**src/hw/rtl/b64d_pkg.sv**
```systemverilog
// ----------------------------------------------------------------------------
// b64d_pkg
// Shared types and constants of the base64url stream decoder.
// ----------------------------------------------------------------------------
package b64d_pkg;

    localparam int COUNT_WIDTH_DEF = 16;
    localparam int QUEUE_DEPTH_DEF = 4;
    localparam int CNT_OUT_W       = 16;
    localparam int BYTE_W          = 8;
    localparam int SEXTET_W        = 6;

    // input word
    typedef struct packed {
        logic [BYTE_W-1:0] text_char;
        logic              end_of_text;
    } t_in_item;

    // result word
    typedef struct packed {
        logic [BYTE_W-1:0]    data_byte;
        logic                 byte_valid;
        logic                 final_result;
        logic [CNT_OUT_W-1:0] accepted_count;
    } t_out_item;

    // one decoded group: up to three result words from up to four input words
    typedef struct packed {
        logic [3*BYTE_W-1:0]  bytes;     // first byte in the top lane
        logic [1:0]           nres;      // result words, 1..3
        logic                 valid;     // bytes carry data
        logic                 fin;       // group ends a string
        logic [CNT_OUT_W-1:0] cnt;
    } t_group;

    typedef struct packed {
        logic full;
        logic empty;
    } t_q_status;

endpackage

```
**src/hw/rtl/b64d_front.sv**
```systemverilog
// ----------------------------------------------------------------------------
// b64d_front
// Maps characters to sextets, collects them and emits decoded groups.
// ----------------------------------------------------------------------------
module b64d_front #(
    parameter int COUNT_WIDTH = b64d_pkg::COUNT_WIDTH_DEF
) (
    input  logic                i_clk,
    input  logic                i_rst_n,
    input  logic                i_push,
    input  b64d_pkg::t_in_item  i_item,
    input  b64d_pkg::t_q_status i_q,
    output logic                o_full,
    output logic                o_wr,
    output b64d_pkg::t_group    o_group
);
    import b64d_pkg::*;

    localparam logic [SEXTET_W-1:0] CODE_DASH  = SEXTET_W'(62);
    localparam logic [SEXTET_W-1:0] CODE_UNDER = SEXTET_W'(63);

    function automatic logic [SEXTET_W:0] map_char(input logic [BYTE_W-1:0] c);
        logic [SEXTET_W:0] r;
        r = '0;
        if (c >= "A" && c <= "Z") begin
            r = {1'b1, SEXTET_W'(c - 8'd65)};
        end else if (c >= "a" && c <= "z") begin
            r = {1'b1, SEXTET_W'(c - 8'd71)};
        end else if (c >= "0" && c <= "9") begin
            r = {1'b1, SEXTET_W'(c + 8'd4)};
        end else if (c == "-") begin
            r = {1'b1, CODE_DASH};
        end else if (c == "_") begin
            r = {1'b1, CODE_UNDER};
        end
        return r;
    endfunction

    logic [3*SEXTET_W-1:0] r_acc, n_acc;
    logic [1:0]            r_sc, n_sc;
    logic                  r_stop, n_stop;
    logic [COUNT_WIDTH-1:0] r_cnt, n_cnt;
    logic [CNT_OUT_W-1:0]  rep_cnt;
    logic [SEXTET_W:0]     mapped;
    logic                  accept;

    assign o_full = i_q.full;
    assign accept = i_push && !i_q.full;
    assign mapped = map_char(i_item.text_char);

    // clamp the reported count to the result field
    generate
        if (COUNT_WIDTH > CNT_OUT_W) begin : g_clamp
            assign rep_cnt = (|r_cnt[COUNT_WIDTH-1:CNT_OUT_W]) ? '1
                                                               : r_cnt[CNT_OUT_W-1:0];
        end else begin : g_ext
            assign rep_cnt = CNT_OUT_W'(r_cnt);
        end
    endgenerate

    always_comb begin
        n_acc   = r_acc;
        n_sc    = r_sc;
        n_stop  = r_stop;
        n_cnt   = r_cnt;
        o_wr    = 1'b0;
        o_group = '0;
        if (accept) begin
            if (i_item.end_of_text) begin
                o_wr        = 1'b1;
                o_group.fin = 1'b1;
                o_group.cnt = rep_cnt;
                unique case (r_sc)
                    2'd2: begin
                        o_group.bytes = {r_acc[11:4], 16'h0000};
                        o_group.nres  = 2'd1;
                        o_group.valid = 1'b1;
                    end
                    2'd3: begin
                        o_group.bytes = {r_acc[17:10], r_acc[9:2], 8'h00};
                        o_group.nres  = 2'd2;
                        o_group.valid = 1'b1;
                    end
                    default: begin
                        o_group.nres  = 2'd1;
                    end
                endcase
                // back to the start of a new string
                n_acc  = '0;
                n_sc   = '0;
                n_stop = 1'b0;
                n_cnt  = '0;
            end else if (!r_stop) begin
                if (!mapped[SEXTET_W]) begin
                    n_stop = 1'b1;
                end else begin
                    if (!(&r_cnt)) begin
                        n_cnt = r_cnt + 1'b1;
                    end
                    if (r_sc == 2'd3) begin
                        o_wr          = 1'b1;
                        o_group.bytes = {r_acc, mapped[SEXTET_W-1:0]};
                        o_group.nres  = 2'd3;
                        o_group.valid = 1'b1;
                        n_acc         = '0;
                        n_sc          = '0;
                    end else begin
                        n_acc = {r_acc[2*SEXTET_W-1:0], mapped[SEXTET_W-1:0]};
                        n_sc  = r_sc + 2'd1;
                    end
                end
            end
        end
    end

    always_ff @(posedge i_clk) begin
        if (!i_rst_n) begin
            r_acc  <= '0;
            r_sc   <= '0;
            r_stop <= 1'b0;
            r_cnt  <= '0;
        end else begin
            r_acc  <= n_acc;
            r_sc   <= n_sc;
            r_stop <= n_stop;
            r_cnt  <= n_cnt;
        end
    end

endmodule

```
**src/hw/rtl/b64d_queue.sv**
```systemverilog
// ----------------------------------------------------------------------------
// b64d_queue
// Short group queue between the front and the back.
// ----------------------------------------------------------------------------
module b64d_queue #(
    parameter int QUEUE_DEPTH = b64d_pkg::QUEUE_DEPTH_DEF
) (
    input  logic                i_clk,
    input  logic                i_rst_n,
    input  logic                i_wr,
    input  b64d_pkg::t_group    i_wr_data,
    input  logic                i_rd,
    output b64d_pkg::t_group    o_rd_data,
    output b64d_pkg::t_q_status o_status
);
    import b64d_pkg::*;

    localparam int IDX_W = (QUEUE_DEPTH > 1) ? $clog2(QUEUE_DEPTH) : 1;
    localparam int CNT_W = $clog2(QUEUE_DEPTH + 1);
    localparam logic [IDX_W-1:0] LAST_IDX = IDX_W'(QUEUE_DEPTH - 1);
    localparam logic [CNT_W-1:0] FULL_CNT = CNT_W'(QUEUE_DEPTH);

    t_group           r_mem [QUEUE_DEPTH];
    logic [IDX_W-1:0] r_wp, n_wp;
    logic [IDX_W-1:0] r_rp, n_rp;
    logic [CNT_W-1:0] r_count, n_count;

    assign o_status.full  = (r_count == FULL_CNT);
    assign o_status.empty = (r_count == '0);
    assign o_rd_data      = r_mem[r_rp];

    always_comb begin
        n_wp    = r_wp;
        n_rp    = r_rp;
        n_count = r_count;
        if (i_wr) begin
            n_wp = (r_wp == LAST_IDX) ? '0 : r_wp + 1'b1;
        end
        if (i_rd) begin
            n_rp = (r_rp == LAST_IDX) ? '0 : r_rp + 1'b1;
        end
        if (i_wr && !i_rd) begin
            n_count = r_count + 1'b1;
        end else if (i_rd && !i_wr) begin
            n_count = r_count - 1'b1;
        end
    end

    always_ff @(posedge i_clk) begin
        if (i_wr) begin
            r_mem[r_wp] <= i_wr_data;
        end
    end

    always_ff @(posedge i_clk) begin
        if (!i_rst_n) begin
            r_wp    <= '0;
            r_rp    <= '0;
            r_count <= '0;
        end else begin
            r_wp    <= n_wp;
            r_rp    <= n_rp;
            r_count <= n_count;
        end
    end

`ifndef ASSERT_OFF
    a_no_overflow: assert property (@(posedge i_clk) disable iff (!i_rst_n)
        o_status.full |-> !i_wr || i_rd)
        else $error("group queue written while full");

    a_no_underflow: assert property (@(posedge i_clk) disable iff (!i_rst_n)
        o_status.empty |-> !i_rd)
        else $error("group queue read while empty");

    a_count_up: assert property (@(posedge i_clk) disable iff (!i_rst_n)
        i_wr && !i_rd |=> r_count == $past(r_count) + 1'b1)
        else $error("group queue fill count lost a write");
`endif

endmodule

```
**src/hw/rtl/b64d_back.sv**
```systemverilog
// ----------------------------------------------------------------------------
// b64d_back
// Unpacks queued groups into result words, one word per cycle while i_pop is high.
// ----------------------------------------------------------------------------
module b64d_back (
    input  logic                i_clk,
    input  logic                i_rst_n,
    input  b64d_pkg::t_group    i_group,
    input  b64d_pkg::t_q_status i_q,
    output logic                o_rd,
    input  logic                i_pop,
    output logic                o_empty,
    output b64d_pkg::t_out_item o_res
);
    import b64d_pkg::*;

    t_group     r_entry;
    logic [1:0] r_idx, n_idx;
    logic       r_busy, n_busy;
    logic       last;

    assign last    = (r_idx == 2'(r_entry.nres - 2'd1));
    assign o_empty = !r_busy;
    // load the next group when idle or when the last word leaves
    assign o_rd    = !i_q.empty && (!r_busy || (i_pop && last));

    always_comb begin
        n_idx  = r_idx;
        n_busy = r_busy;
        if (o_rd) begin
            n_idx  = '0;
            n_busy = 1'b1;
        end else if (r_busy && i_pop) begin
            if (last) begin
                n_busy = 1'b0;
            end else begin
                n_idx = r_idx + 2'd1;
            end
        end
    end

    always_comb begin
        o_res = '0;
        unique case (r_idx)
            2'd0:    o_res.data_byte = r_entry.bytes[23:16];
            2'd1:    o_res.data_byte = r_entry.bytes[15:8];
            default: o_res.data_byte = r_entry.bytes[7:0];
        endcase
        o_res.byte_valid   = r_entry.valid;
        o_res.final_result = r_entry.fin && last;
        o_res.accepted_count = (r_entry.fin && last) ? r_entry.cnt : '0;
    end

    always_ff @(posedge i_clk) begin
        if (o_rd) begin
            r_entry <= i_group;
        end
    end

    always_ff @(posedge i_clk) begin
        if (!i_rst_n) begin
            r_idx  <= '0;
            r_busy <= 1'b0;
        end else begin
            r_idx  <= n_idx;
            r_busy <= n_busy;
        end
    end

`ifndef ASSERT_OFF
    a_idx_in_group: assert property (@(posedge i_clk) disable iff (!i_rst_n)
        r_busy |-> r_idx < r_entry.nres)
        else $error("word index ran past the group");

    a_hold_on_stall: assert property (@(posedge i_clk) disable iff (!i_rst_n)
        r_busy && !i_pop |=> r_busy && $stable(r_idx))
        else $error("stalled result word moved");
`endif

endmodule

```
**src/hw/rtl/base64url_stream_decoder_core.sv**
```systemverilog
// ----------------------------------------------------------------------------
// base64url_stream_decoder_core
// Base64url text in, decoded bytes out, one character per input word.
// ----------------------------------------------------------------------------
// Input side: drive i_item and raise push; a word is taken on a clock edge
// with push high and full low. A word with end_of_text set flushes the
// tail and closes the string; its last result carries the character count.
// Result side: while empty is low, o_res holds the oldest result word; it
// leaves on an edge with pop high.
// A group is written into the group queue, then loaded into the back's
// entry register before its first word shows on o_res. The front takes
// one character per cycle while full is low; four characters give three
// result words, which the back hands out one per cycle while pop is high,
// so the input side sets the sustained rate: about 0.75 bytes per character.
// When the receiver stalls, groups collect in the group queue (QUEUE_DEPTH
// entries) and full rises once it is full; characters that give no result
// still wait for a free entry.
// Reset clears the decode state, the count and the queue; no result is
// pending afterward and the block takes input at once.
// ----------------------------------------------------------------------------
module base64url_stream_decoder_core #(
    parameter int COUNT_WIDTH = b64d_pkg::COUNT_WIDTH_DEF,
    parameter int QUEUE_DEPTH = b64d_pkg::QUEUE_DEPTH_DEF
) (
    input  logic                i_clk,
    input  logic                i_rst_n,
    input  logic                push,
    output logic                full,
    input  b64d_pkg::t_in_item  i_item,
    output logic                empty,
    input  logic                pop,
    output b64d_pkg::t_out_item o_res
);
    import b64d_pkg::*;

    t_q_status q_status;
    t_group    wr_group;
    t_group    rd_group;
    logic      wr;
    logic      rd;

    b64d_front #(
        .COUNT_WIDTH (COUNT_WIDTH)
    ) u_front (
        .i_clk   (i_clk),
        .i_rst_n (i_rst_n),
        .i_push  (push),
        .i_item  (i_item),
        .i_q     (q_status),
        .o_full  (full),
        .o_wr    (wr),
        .o_group (wr_group)
    );

    b64d_queue #(
        .QUEUE_DEPTH (QUEUE_DEPTH)
    ) u_queue (
        .i_clk     (i_clk),
        .i_rst_n   (i_rst_n),
        .i_wr      (wr),
        .i_wr_data (wr_group),
        .i_rd      (rd),
        .o_rd_data (rd_group),
        .o_status  (q_status)
    );

    b64d_back u_back (
        .i_clk   (i_clk),
        .i_rst_n (i_rst_n),
        .i_group (rd_group),
        .i_q     (q_status),
        .o_rd    (rd),
        .i_pop   (pop),
        .o_empty (empty),
        .o_res   (o_res)
    );

endmodule
```
**config.mk**
```make
export PLATFORM = sky130hd
export DESIGN_NAME = base64url_stream_decoder_core
export DESIGN_NICKNAME = d
export VERILOG_FILES = /design/src/hw/rtl/b64d_pkg.sv /design/src/hw/rtl/b64d_front.sv /design/src/hw/rtl/b64d_queue.sv /design/src/hw/rtl/b64d_back.sv /design/src/hw/rtl/base64url_stream_decoder_core.sv
export SDC_FILE = /design/constraint.sdc
export NUM_CORES = 1
export LEC_CHECK = 0
export ABC_AREA = 1
export ABC_CLOCK_PERIOD_IN_PS = 4300
export BUFFER_PORTS_ARGS = -buffer_cell sky130_fd_sc_hd__buf_2
export CORE_ASPECT_RATIO = 1.5
export CORE_UTILIZATION = 45
export DETAILED_ROUTE_END_ITERATION = 7
export PLACE_DENSITY = 0.6
export SLEW_MARGIN = 20
export SYNTH_ARGS = -nofsm -noshare
export SYNTH_HDL_FRONTEND = slang
export SYNTH_HIERARCHICAL = 1
export SYNTH_SLANG_ARGS = --single-unit
```
**constraint.sdc**
```tcl
create_clock -name i_clk -period 4.3 [get_ports i_clk]
set_input_delay 0.215 -clock i_clk [delete_from_list [all_inputs] [get_ports i_clk]]
set_output_delay 0.215 -clock i_clk [all_outputs]
set_load 0.05 [all_outputs]
```
==> results.json <==
{
  "synthTopCellsByArea": "edfxtp_1 (55%), dfxtp_1 (8.2%), nand2_1 (5.5%), nor2_1 (5.5%), o21ai_0 (4.1%)",
  "critPathKind": "reg -> reg",
  "routedWlPerCell_um": 16.7,
  "num_io_pins": 41,
  "fp-row-count": 72,
  "synth-warning-count": 6,
  "startpoint": "u_queue/r_count[0]",
  "slew_headroom_pct": 43.7,
  "leakagePower_uw": 0.00494,
  "grt_overflow": 0,
  "layout_common_cells": "edfxtp_1 (220), nand2_1 (174), nor2_1 (174)",
  "clkTransAtPathRegs_ps": 60,
  "area_growth_pct": 10.4,
  "required_ps": 4520,
  "cp-end-kind": "register",
  "r2r-end": "u_queue/r_mem[0][39]",
  "grt_max_degree": 89,
  "stdcell_area_sq_um": 13200,
  "holdPathStages": 3,
  "syn-instance-count": 1118,
  "vias_per_cell": 5.21,
  "min_period_ps": 3140,
  "path_max_fanout": 24,
  "htreeDepth": 1,
  "nets": 1179,
  "rsz0062_at_grt": "no",
  "cp_top_family": "buffers and inverters",
  "clockRootBuffer": "clkbuf_16",
  "syn_area_per_cell_sq_um": 10.7,
  "die_h_um": 202,
  "rr_worst_depth": 11,
  "p_total_uw": 7940,
  "antenna_found_initial": 0,
  "hp-start": "pop",
  "power.density_nw_per_um2": 601,
  "die_w_um": 135,
  "status": "finished clean",
  "grt_pass1_wl_um": 39900,
  "crit_chain": "nor3_1 > nor2_1 > inv_1 > nor2_1 > inv_2 > nand2_4 > o21ai_2 > inv_1 > nand2_1 > inv_2 > buf_12",
  "synth-seq-cells": 269,
  "drive_gt1_share_pct": 14.3,
  "slowest_delay_ps": 440,
  "drcViolationCount": 0,
  "die-area_sq_um": 27300,
  "clk_latency_ps": 530,
  "met1_usage_pct": 23.6,
  "ctsResizeCount": 0,
  "fin_setup_tns_ps": 0,
  "synth_fp_nets": 1151,
  "final-setup-viol-count": 0,
  "port_buffers": 40,
  "slowest_stage": "inv_2",
  "finClkSkew_ps": 10.6,
  "syn-cell-area_sq_um": 12000,
  "drt-initial-drc-count": 494,
  "slew_violations": 0,
  "core_sq_um": 25900,
  "endpoint": "u_queue/r_mem[0][39]",
  "clock-sinks": 269,
  "clockBufferDepth": 3,
  "diodes": 0,
  "hold_viol": 0,
  "firstDrtPassIters": 5,
  "postRouteAntennaNets": 0,
  "hp-class": "in -> reg",
  "max_freq_mhz": 319,
  "cts_tree": "yes",
  "busiest_layer": "met2",
  "hold_buffers": 0,
  "drt-total-wl_um": 25000,
  "cts_buffers": 25,
  "yosys.area.top_type_share_pct": 55.2,
  "cp.depth": 11,
  "rrSetupSlack_ps": 1160,
  "gp_congestion": 0.908,
  "grt_pass1_vias": 7609,
  "ir_drop_v": 0.000430,
  "start_kind": "register",
  "cap_viol_max_count": 0,
  "fin_util_pct": 50.9,
  "vias": 7799,
  "post_cts_buffers": 0,
  "final_common_cell": "edfxtp_1",
  "crit_buf_inv": 5,
  "cp.arrival_ps": 3360,
  "initial_utilization_pct": 46.2,
  "seq_area_frac_synth_pct": 63.4,
  "grtUsageMet2_pct": 33.8,
  "r2r_start": "u_queue/r_count[0]",
  "synth.distinct_cells": 42,
  "use_met3_pct": 1.91,
  "dpl_cell_area_sq_um": 12400,
  "synth_top_cell_by_area": "edfxtp_1",
  "tightest_slew_ps": 843,
  "fin_crit_sh_pct": 72.9,
  "dp_hpwl_um": 15800,
  "grtUsageTotal_pct": 18.9
}
==> synth_stat cells, drive strengths merged <==
master	number
o21a	1
nor3	6
xor2	9
dfxtp	49
ha	19
nand4	29
fa	1
buf	38
inv	106
edfxtp	220
o41ai	1
a22oi	8
a21oi	31
a31oi	1
nor2	198
o211ai	1
or2	1
nand3	42
clkbuf	11
o21ai	110
o22ai	50
nand2	186
==> kinds of logic (layout without fill, tap and decap cells) <==
kind of cell / count (synthesis) / after routing / synth area share (%)
simple gates: 462 / 462 / 17.5
flops: 269 / 269 / 63.4
compound gates: 203 / 203 / 10.4
buf+inv: 155 / 202 / 5.98
fa+ha+maj: 20 / 20 / 2.15
xor+xnor: 9 / 9 / 0.658
==> routing by layer <==
layer	up-vias	share of wire, %
li1	3896	-
met5	-	0
met2	149	52
met1	3717	43
met4	0	2.1
met3	37	3.1
==> worst register-to-register path, delay by kind of cell (launching register included) <==
| kind | cells | cell delay [ps] |
|---|---|---|
| AOI/OAI and AO/OA | 1 | 110 |
| buffers and inverters | 5 | 1310 |
| and+or+nand+nor | 5 | 1000 |
| DFF | 1 | 420 |
==> layout make-up <==
cell class / count / area [sq um]
Clock buffer: 39 / 718
Clock inverter: 7 / 95.1
Fill cell: 2331 / 12700
Inverter: 106 / 403
Multi-Input combinational cell: 694 / 3670
Sequential cell: 269 / 7590
Tap cell: 333 / 417
Timing Repair Buffer: 50 / 325
==> stage by stage <==
stage | instances | setup slack, ps | hold WS [ps]
2_1_floorplan | 1118 | 1210 | 324
3_3_place_gp | 1452 | 1180 | 444
3_5_place_dp | 1452 | 1130 | 445
4_1_cts | 1498 | 1140 | 15.3
5_1_grt | 1498 | 926 | 34.1
6_report | 1498 | 1160 | 34.2
==> power breakdown <==
part | internal (uW) | switching, uW
clock | 1270 | 903
combinational | 599 | 1730
sequential | 3280 | 160
total | 5150 | 2790
==> registers in the layout (all words and copies together) (netlist names), named ones only <==
register / count
u_queue/r_rp: 2
u_queue/r_count: 3
u_front/r_stop: 1
u_back/o_res: 1
u_back/r_entry: 43
u_queue/r_wp: 2
u_front/r_cnt: 16
u_front/r_sc: 2
u_back/r_idx: 2
u_back/r_busy: 1
u_front/r_acc: 18
u_queue/r_mem: 176
==> worst min-delay path by stage <==
stage          slack (ps)           endpoint
2_1_floorplan         320      u_back/r_busy
5_1_grt                30      u_back/r_busy
6_report               30      u_back/r_busy
3_3_place_gp          440  u_front/r_acc[17]
3_5_place_dp          440  u_front/r_acc[13]
4_1_cts                20      u_back/r_busy
Power figures use the tool's default switching activity.
